File: src/rtl/lpdf_pkg.sv
// Shared types and constants for the length-prefixed packet deframer.
package lpdf_pkg;

  localparam logic [7:0] LEAD_SHORT_A = 8'hC1;
  localparam logic [7:0] LEAD_SHORT_B = 8'hC3;
  localparam logic [7:0] LEAD_LONG_A  = 8'hC2;
  localparam logic [7:0] LEAD_LONG_B  = 8'hC4;

  localparam logic [15:0] HDR_SHORT = 16'd3;
  localparam logic [15:0] HDR_LONG  = 16'd4;
  localparam logic [15:0] MAX_BYTES_RESET = 16'd8192;

  localparam logic [2:0] ST_OK      = 3'd0;
  localparam logic [2:0] ST_BADLEAD = 3'd1;
  localparam logic [2:0] ST_SHORT   = 3'd2;
  localparam logic [2:0] ST_LONG    = 3'd3;
  localparam logic [2:0] ST_CLOSED  = 3'd4;

  typedef struct packed {
    logic [7:0] data_byte;
    logic       restart;
  } rx_item_t;

  typedef struct packed {
    logic [7:0]  out_byte;
    logic        in_packet;
    logic        first_byte;
    logic        last_byte;
    logic [15:0] packet_length;
    logic [7:0]  command_code;
    logic [2:0]  status;
  } pkt_item_t;

endpackage

File: src/rtl/length_prefixed_packet_deframer_core.sv
// Top level of the length-prefixed packet deframer.
//
//   channel  signals                        dir  takes place when
//   rx       rx_valid, rx_stall, rx_item    in   rx_valid && !rx_stall
//   pkt      pkt_valid, pkt_stall, pkt_item out  pkt_valid && !pkt_stall
//   cfg      cfg_valid, cfg_ready, cfg_data in   cfg_valid && cfg_ready
//
// One byte per clock while rx_stall is low: each accepted item is framed by the
// parser's logic in the cycle it arrives, and its result is registered for pkt.
// Reset (rst, synchronous) empties both output stages, sets the framer to
// hunting and loads the maximum length register with 8192.
// When pkt stalls, the result waiting there holds and one more item lands in
// the skid stage; rx_stall then rises until the skid drains.
// cfg_ready stays high; write the limit only while the block is idle.
module length_prefixed_packet_deframer_core import lpdf_pkg::*; (
  input  logic        clk,
  input  logic        rst,
  input  logic        rx_valid,
  output logic        rx_stall,
  input  rx_item_t    rx_item,
  output logic        pkt_valid,
  input  logic        pkt_stall,
  output pkt_item_t   pkt_item,
  input  logic        cfg_valid,
  output logic        cfg_ready,
  input  logic [15:0] cfg_data
);

  logic        take;
  logic [15:0] max_bytes;
  pkt_item_t   result;
  logic        buf_full;

  // stall only while the skid stage holds an item
  assign rx_stall  = buf_full;
  assign take      = rx_valid && !buf_full;
  assign cfg_ready = 1'b1;

  // hold the configured length limit
  always_ff @(posedge clk) begin
    if (rst) begin
      max_bytes <= MAX_BYTES_RESET;
    end else if (cfg_valid && cfg_ready) begin
      max_bytes <= cfg_data;
    end
  end

  lpdf_parser u_parser (
    .clk       (clk),
    .rst       (rst),
    .take      (take),
    .item      (rx_item),
    .max_bytes (max_bytes),
    .result    (result)
  );

  lpdf_out_buf u_out_buf (
    .clk       (clk),
    .rst       (rst),
    .load      (take),
    .load_item (result),
    .full      (buf_full),
    .pkt_valid (pkt_valid),
    .pkt_stall (pkt_stall),
    .pkt_item  (pkt_item)
  );

endmodule

File: src/rtl/lpdf_parser.sv
// Framing state machine: builds the result for each accepted byte.
module lpdf_parser import lpdf_pkg::*; (
  input  logic        clk,
  input  logic        rst,
  input  logic        take,
  input  rx_item_t    item,
  input  logic [15:0] max_bytes,
  output pkt_item_t   result
);

  localparam logic [2:0] PH_HUNT  = 3'd0;
  localparam logic [2:0] PH_LEN1  = 3'd1;
  localparam logic [2:0] PH_LENHI = 3'd2;
  localparam logic [2:0] PH_LENLO = 3'd3;
  localparam logic [2:0] PH_CMD   = 3'd4;
  localparam logic [2:0] PH_BODY  = 3'd5;

  logic [2:0]  phase, phase_next;
  logic        long_form, long_form_next;
  logic [15:0] total_length, total_length_next;
  logic [15:0] bytes_seen, bytes_seen_next;
  logic [7:0]  command_byte, command_byte_next;
  logic        error_sticky, error_sticky_next;

  // state as seen by this byte, after an optional restart
  logic [2:0]  cur_phase;
  logic        cur_long;
  logic [15:0] cur_total;
  logic [15:0] cur_seen;
  logic [7:0]  cur_cmd;
  logic        cur_err;
  logic [15:0] seen_inc;
  logic [15:0] new_len;
  logic [15:0] header;
  logic [2:0]  len_status;
  logic [7:0]  b;

  always_comb begin
    b         = item.data_byte;
    cur_phase = item.restart ? PH_HUNT : phase;
    cur_long  = item.restart ? 1'b0    : long_form;
    cur_total = item.restart ? 16'd0   : total_length;
    cur_seen  = item.restart ? 16'd0   : bytes_seen;
    cur_cmd   = item.restart ? 8'd0    : command_byte;
    cur_err   = item.restart ? 1'b0    : error_sticky;
    seen_inc  = cur_seen + 16'd1;

    // completed length: one byte for the short form, low byte joins high
    new_len = (cur_phase == PH_LEN1) ? {8'd0, b} : {cur_total[15:8], b};
    header  = cur_long ? HDR_LONG : HDR_SHORT;
    if (new_len < header) begin
      len_status = ST_SHORT;
    end else if (new_len > max_bytes) begin
      len_status = ST_LONG;
    end else begin
      len_status = ST_OK;
    end

    phase_next        = cur_phase;
    long_form_next    = cur_long;
    total_length_next = cur_total;
    bytes_seen_next   = cur_seen;
    command_byte_next = cur_cmd;
    error_sticky_next = cur_err;

    result               = '0;
    result.out_byte      = b;
    result.status        = ST_OK;

    if (cur_err) begin
      result.status = ST_CLOSED;
    end else begin
      result.in_packet = 1'b1;
      unique case (cur_phase)
        PH_HUNT: begin
          if (b == LEAD_SHORT_A || b == LEAD_SHORT_B) begin
            long_form_next    = 1'b0;
            phase_next        = PH_LEN1;
            result.first_byte = 1'b1;
          end else if (b == LEAD_LONG_A || b == LEAD_LONG_B) begin
            long_form_next    = 1'b1;
            phase_next        = PH_LENHI;
            result.first_byte = 1'b1;
          end else begin
            result.status = ST_BADLEAD;
          end
          total_length_next = 16'd0;
          command_byte_next = 8'd0;
          bytes_seen_next   = 16'd1;
        end
        PH_LEN1, PH_LENLO: begin
          total_length_next = new_len;
          bytes_seen_next   = seen_inc;
          result.status     = len_status;
          phase_next        = PH_CMD;
        end
        PH_LENHI: begin
          total_length_next = {b, 8'd0};
          bytes_seen_next   = seen_inc;
          phase_next        = PH_LENLO;
        end
        PH_CMD, PH_BODY: begin
          if (cur_phase == PH_CMD) begin
            command_byte_next = b;
          end
          if (seen_inc >= cur_total) begin
            result.last_byte     = 1'b1;
            result.packet_length = cur_total;
            result.command_code  = (cur_phase == PH_CMD) ? b : cur_cmd;
            phase_next           = PH_HUNT;
            bytes_seen_next      = 16'd0;
          end else begin
            bytes_seen_next = seen_inc;
            phase_next      = PH_BODY;
          end
        end
        default: begin
          phase_next       = PH_HUNT;
          result.in_packet = 1'b0;
        end
      endcase
      if (result.status != ST_OK) begin
        error_sticky_next = 1'b1;
        result.in_packet  = 1'b0;
        result.first_byte = 1'b0;
      end
    end
  end

  always_ff @(posedge clk) begin
    if (rst) begin
      phase        <= PH_HUNT;
      long_form    <= 1'b0;
      total_length <= 16'd0;
      bytes_seen   <= 16'd0;
      command_byte <= 8'd0;
      error_sticky <= 1'b0;
    end else if (take) begin
      phase        <= phase_next;
      long_form    <= long_form_next;
      total_length <= total_length_next;
      bytes_seen   <= bytes_seen_next;
      command_byte <= command_byte_next;
      error_sticky <= error_sticky_next;
    end
  end

endmodule

File: src/rtl/lpdf_out_buf.sv
// Result register with a skid stage so the input stall is registered.
module lpdf_out_buf import lpdf_pkg::*; (
  input  logic      clk,
  input  logic      rst,
  input  logic      load,
  input  pkt_item_t load_item,
  output logic      full,
  output logic      pkt_valid,
  input  logic      pkt_stall,
  output pkt_item_t pkt_item
);

  logic      skid_valid;
  pkt_item_t skid_item;
  logic      advance;

  assign full    = skid_valid;
  assign advance = !pkt_valid || !pkt_stall;

  always_ff @(posedge clk) begin
    if (rst) begin
      pkt_valid  <= 1'b0;
      skid_valid <= 1'b0;
    end else begin
      if (advance) begin
        pkt_valid  <= skid_valid || load;
        skid_valid <= 1'b0;
      end else if (load) begin
        skid_valid <= 1'b1;
      end
    end
  end

  always_ff @(posedge clk) begin
    if (advance) begin
      pkt_item <= skid_valid ? skid_item : load_item;
    end else if (load) begin
      skid_item <= load_item;
    end
  end

endmodule

File: config.mk
export PLATFORM = sky130hd
export DESIGN_NAME = length_prefixed_packet_deframer_core
export DESIGN_NICKNAME = d
export VERILOG_FILES = /design/src/rtl/lpdf_pkg.sv /design/src/rtl/length_prefixed_packet_deframer_core.sv /design/src/rtl/lpdf_parser.sv /design/src/rtl/lpdf_out_buf.sv
export SDC_FILE = /design/constraint.sdc
export NUM_CORES = 1
export LEC_CHECK = 0
export ABC_AREA = 1
export BUFFER_PORTS_ARGS = -buffer_cell sky130_fd_sc_hd__buf_2
export CAP_MARGIN = 25
export CORE_AREA = 2 2 142 144
export DETAILED_ROUTE_END_ITERATION = 8
export DIE_AREA = 0 0 144 146
export SKIP_CTS_REPAIR_TIMING = 1
export SYNTH_ARGS = -nofsm -noshare
export SYNTH_HDL_FRONTEND = slang
export SYNTH_SLANG_ARGS = --single-unit
File: constraint.sdc
create_clock -name clk -period 3.6 [get_ports clk]
set_clock_uncertainty 0.1 [all_clocks]
set_input_delay 0.18 -clock clk [delete_from_list [all_inputs] [get_ports clk]]
set_output_delay 0.18 -clock clk [all_outputs]
set_load 0.1 [all_outputs]
==> flow_summary.json, run 1 <==
{
  "synth.avg_cell_area_um2": 8.32,
  "wire_per_inst_um": 15.0,
  "worstMarginPinSlew_ps": 713,
  "p_sw_mw": 1.23,
  "p_leak_nw": 3.90,
  "synth_area_um2": 7700,
  "slew_headroom": 0.523,
  "violations": "hold timing",
  "post-dp-hpwl_um": 13100,
  "grt_pass1_vias": 6095,
  "multiInputGateArea_um2": 3400,
  "place.gp.congestion": 0.883,
  "clock_path_buffers": 2,
  "end_kind": "flop",
  "antenna_cells": 0,
  "synth_top_cell_by_area": "edfxtp_1",
  "synth_seq_cells": 139,
  "htree_levels": 4,
  "fin_area_um2": 9060,
  "p_clk_frac": 0.415,
  "cts_tree": "yes",
  "seq_power_share": 0.419,
  "dr.pass1.iters": 4,
  "grt_pass1_wl_um": 31300,
  "maxSlewViolCount": 0,
  "p_sw_frac": 0.290,
  "path_clk_slew_ps": 60,
  "num-fill-cells": 1888,
  "ios": 71,
  "period_share": 0.893,
  "portBuffers": 69,
  "drt_iter0_drc": 440,
  "register_area_um2": 3540,
  "drtAntennaViolNets": 0,
  "viasPerCell": 4.98,
  "drt-total-wl_um": 19200,
  "root_buffer": "clkbuf_16",
  "rsz0062_at_grt": "yes",
  "drc": 0,
  "clock_latency_ps": 420,
  "area_growth_pct": 17.6,
  "synth_top_area_frac": 0.296,
  "syn_inst": 926,
  "outcome": "complete, but fails checks",
  "synth-seq-area-share": 0.460,
  "cts.sinks": 139,
  "layout_common_cells": "nand2_1 (182), inv_1 (123), nor2_1 (82)",
  "hp-class": "in -> reg",
  "grt.total_usage": 0.190,
  "dpl-instance-area_um2": 8220,
  "comb_power_share": 0.166,
  "grt_max_degree": 51,
  "required_ps": 3850,
  "crit_arrival_ps": 3470,
  "crit_path_max_fanout": 16,
  "synth_nets": 991,
  "rows": 51,
  "dieArea_um2": 21000,
  "crit_type": "reg -> reg",
  "p_int_mw": 3.01,
  "fmax_mhz": 311,
  "overflow": 0,
  "yosys.cell_types.count": 47,
  "worstSetupStartpointType": "flop",
  "antenna_found_initial": 0,
  "final_nets": 1069,
  "core_um2": 19300,
  "synth_area_leaders": "edfxtp_1 (30%), dfxtp_1 (16%), nand2_1 (9.0%), inv_1 (6.0%), ha_1 (5.7%)",
  "setup_violations": 0,
  "layout_commonest_cell": "nand2_1",
  "fin_crit_ps": 3210,
  "hold_ws_ps": -47.5,
  "tns_ps": 0,
  "die_h_um": 146,
  "power_density_nw_per_um2": 468,
  "ys_warn_count": 0,
  "final-hold-violation-count": 5,
  "max_cap_violations": 0,
  "drive_gt1_frac": 0.167,
  "numCtsBuffers": 17,
  "initial_core_util": 0.398,
  "die_w_um": 144,
  "via_count": 6378,
  "irDropWorstVdd_uv": 311
}
==> per-stage QoR <==
step | instances | utilization | power (mW) | setup slack [ps] | hold WS [ps]
6_report | 1282 | 0.468 | 4.24 | 387 | -47.5
5_1_grt | 1282 | 0.468 | 4.40 | -8.24 | 1.11
4_1_cts | 1262 | 0.456 | 4.24 | 302 | -134
3_5_place_dp | 1230 | 0.425 | 2.49 | 318 | 308
3_3_place_gp | 1230 | 0.425 | 2.48 | 363 | 305
2_1_floorplan | 926 | - | 2.34 | 221 | 179
==> synth_stat cells (all sizes together) <==
cell,number
conb,1
a221oi,8
or2,1
nor3,16
a211oi,8
xor2,7
and2,1
inv,130
nand2,192
o22ai,8
nor2,104
clkinv,1
a21oi,77
xnor2,3
dfxtp,63
o211ai,8
nand4,8
clkbuf,25
dlygate4sd1,1
o21ai,85
edfxtp,76
o2111ai,1
buf,18
a31oi,19
a21o,1
ha,35
nand3,29
==> final timing paths <==
path	start	to	slack, ps	cells after the start
min	cfg_data[5]	max_bytes[5]	-50	3
min reg2reg	max_bytes[1]	max_bytes[1]	360	2
max	u_parser.bytes_seen[0]	u_parser.bytes_seen[14]	390	22
max reg2reg	u_parser.bytes_seen[0]	u_parser.bytes_seen[14]	390	22
==> critical path, stage by stage, from the launching register on <==
cell	delay [ps]
dfxtp_1	320
inv_1	70
nor2_1	150
ha_1	220
nand2_1	100
nor2_4	160
nand3_2	120
nor2_2	140
nand3_1	100
xor2_1	160
clkinv_1	110
ha_1	270
nand2_1	70
inv_1	40
nand2_1	50
a21oi_1	50
nor2_1	150
nand3_1	200
nand2_4	230
nand2_1	80
nand2_1	60
nand2_1	60
a21oi_1	110
==> power by group through the flow <==
stage               logic [mW]  registers [mW]  clock network [mW]
floorplan                0.331            2.01                   0
global placement         0.669            1.81                   0
detailed placement       0.676            1.81                   0
CTS                      0.679            1.78                1.78
global route             0.774            1.79                1.84
finish                   0.705            1.78                1.76
==> sequential cells by signal, summed over array words and instances, names as in the netlist, 3 cells and up <==
name / cells
max_bytes: 16
u_out_buf.skid_item: 38
u_out_buf.pkt_item: 38
u_parser.command_byte: 8
u_parser.bytes_seen: 16
u_parser.total_length: 16
u_parser.phase: 3
==> final cells by class <==
| class | count | area share |
|---|---|---|
| Timing Repair Buffer | 103 | 0.0752 |
| Inverter | 131 | 0.0551 |
| Clock buffer | 22 | 0.0535 |
| Multi-Input combinational cell | 612 | 0.376 |
| Clock inverter | 10 | 0.0126 |
| Sequential cell | 139 | 0.391 |
| Tap cell | 265 | 0.0366 |
==> kinds of logic after synthesis <==
family | after synthesis | synth area share
AND/OR/NAND/NOR | 351 | 0.206
AO/OA/AOI/OAI | 215 | 0.162
buffers and inverters | 175 | 0.101
flip-flops | 139 | 0.460
adder cells (fa/ha/maj) | 35 | 0.0569
XOR/XNOR | 10 | 0.0124
other | 1 | 0.000487
==> layer usage <==
layer,track usage,part of all wire,up-vias
met5,0,0,-
met2,0.297,0.46,162
met1,0.255,0.46,2930
met4,0.0735,0.028,0
li1,-,-,3251
met3,0.0438,0.054,35
(Power assumes the default switching activity.)
==> run 2: changes to the inputs <==
--- a/config.mk
+++ b/config.mk
@@ -8,9 +8,12 @@
 export ABC_AREA = 1
 export BUFFER_PORTS_ARGS = -buffer_cell sky130_fd_sc_hd__buf_2
 export CAP_MARGIN = 25
+export CELL_PAD_IN_SITES_DETAIL_PLACEMENT = 0
+export CELL_PAD_IN_SITES_GLOBAL_PLACEMENT = 1
 export CORE_AREA = 2 2 142 144
 export DETAILED_ROUTE_END_ITERATION = 8
 export DIE_AREA = 0 0 144 146
+export PLACE_DENSITY_LB_ADDON = 0.1
 export SKIP_CTS_REPAIR_TIMING = 1
 export SYNTH_ARGS = -nofsm -noshare
 export SYNTH_HDL_FRONTEND = slang
==> flow_summary.json, run 2 (synthesized netlist as in run 1, its figures left out) <==
{
  "outcome": "complete, but fails checks",
  "violations": "hold timing",
  "antenna_cells": 0,
  "dp.cells": 1229,
  "antenna_found_initial": 0,
  "overflow": 0,
  "worstMarginPinSlew_ps": 804,
  "hp-class": "in -> reg",
  "drive_gt1_frac": 0.172,
  "die_w_um": 144,
  "grt.total_usage": 0.205,
  "cts.sinks": 139,
  "tns_ps": 0,
  "regToRegStartpoint": "u_parser.bytes_seen[1]",
  "p_leak_nw": 3.91,
  "fmax_mhz": 307,
  "area_growth_pct": 17.9,
  "hold_path_depth": 3,
  "core_um2": 19300,
  "grt_pass1_wl_um": 33100,
  "rows": 51,
  "crit_arrival_ps": 3460,
  "grt_pass1_vias": 6060,
  "layout_commonest_cell": "nand2_1",
  "drtAntennaViolNets": 0,
  "clock_path_buffers": 2,
  "drc": 0,
  "setup_violations": 0,
  "fin_util": 0.469,
  "wire_per_inst_um": 16.2,
  "hold_ws_ps": -37.7,
  "required_ps": 3800,
  "r2r-end": "u_out_buf.pkt_item[10]",
  "place.gp.congestion": 0.816,
  "maxSlewViolCount": 0,
  "grt_max_degree": 51,
  "dieArea_um2": 21000,
  "max_cap_violations": 0,
  "crit_path_max_fanout": 8,
  "num-fill-cells": 1957,
  "crit_type": "reg -> reg",
  "cts_tree": "yes",
  "power_density_nw_per_um2": 477,
  "ios": 71,
  "final-hold-violation-count": 1,
  "regToRegSetupSlack_ps": 340,
  "worstSetupStartpointType": "flop",
  "dr.pass1.iters": 5,
  "rsz0062_at_grt": "yes",
  "irDropWorstVdd_uv": 323,
  "hold-path-endpoint": "max_bytes[5]",
  "end_kind": "flop",
  "htree_levels": 4,
  "ff2ff_path_depth": 21,
  "instances_no_fill": 1283,
  "viasPerCell": 4.97,
  "portBuffers": 69,
  "dp_worst_setup_slack_ps": 236,
  "final_nets": 1070,
  "layout_common_cells": "nand2_1 (181), inv_1 (123), o21ai_0 (79)",
  "numCtsBuffers": 17,
  "hold_path.startpoint": "cfg_data[5]",
  "root_buffer": "clkbuf_16",
  "die_h_um": 146,
  "fin_crit_ps": 3260,
  "drt-total-wl_um": 20800,
  "clock_latency_ps": 430,
  "multiInputGateArea_um2": 3430,
  "via_count": 6373,
  "initial_core_util": 0.398,
  "drt_iter0_drc": 408,
  "startpoint": "u_parser.bytes_seen[1]",
  "slew_headroom": 0.463,
  "path_clk_slew_ps": 70,
  "register_area_um2": 3540,
  "period_share": 0.906,
  "post-dp-hpwl_um": 14100,
  "layout_setup_ws_ps": 339,
  "reg_top3": "u_out_buf.pkt_item x38, u_out_buf.skid_item x38"
}
==> run 2: cell types whose count changed in the layout (fill, tap and decap cells not counted), moves of 2 or more <==
cell           delta
clkbuf_8          -4
dlygate4sd3_1     +2
nor2_2            +4
inv_6             +7
clkinv_2          -2
clkinvlp_4        -2
nand2_2           +2
nor2_1            -4
==> run 2: cell type report <==
type | count | share of cell area
Clock inverter | 14 | 0.0196
Clock buffer | 18 | 0.0473
Timing Repair Buffer | 103 | 0.0733
Inverter | 131 | 0.0554
Multi-Input combinational cell | 613 | 0.378
Sequential cell | 139 | 0.390
Tap cell | 265 | 0.0365
==> run 2: worst max path at each step <==
| stage | slack, ps | cells past startpoint | endpoint |
|---|---|---|---|
| 2_1_floorplan | 220 | 2 | u_out_buf.skid_item[0] |
| 3_3_place_gp | 280 | 22 | u_parser.bytes_seen[15] |
| 3_5_place_dp | 240 | 22 | u_parser.bytes_seen[12] |
| 4_1_cts | 210 | 22 | u_parser.bytes_seen[12] |
| 5_1_grt | -20 | 21 | u_out_buf.pkt_item[3] |
| 6_report | 340 | 21 | u_out_buf.pkt_item[10] |
==> run 2: stage by stage <==
step / cell area [µm²] / power (mW)
final: 9080 / 4.33
after global routing: 9080 / 4.51
after CTS: 8830 / 4.35
after detailed placement: 8220 / 2.49
after global placement: 8220 / 2.49
after floorplan: 7710 / 2.34
==> run 2: worst max-delay path, cell delays in order (launching register included) <==
cell,delay [ps]
dfxtp_1,310
inv_1,70
nor2_1,160
ha_1,210
nand2_1,100
nor2_4,160
nand3_2,130
nor2_2,140
nand3_1,100
xor2_1,140
clkinv_1,100
ha_1,270
nand2_1,50
inv_1,60
nand2_1,50
a21oi_1,120
nor2_1,90
nand2_2,170
clkinvlp_4,250
nor2_1,220
nand2_1,70
nand2_1,60
==> run 2: power breakdown <==
part	switching [mW]	internal (mW)	total, mW
logic	0.545	0.170	0.715
clock network	0.736	1.10	1.84
registers	0.0297	1.75	1.78
total	1.31	3.02	4.33
==> run 2: metal layers <==
layer | share of wire | track usage | up-vias | routed length [µm]
met5 | 0 | 0 | - | 0
met4 | 0.020 | 0.0711 | 0 | 425
met3 | 0.030 | 0.0293 | 25 | 617
met2 | 0.45 | 0.311 | 122 | 9270
met1 | 0.50 | 0.297 | 2976 | 10400
li1 | - | - | 3250 | -
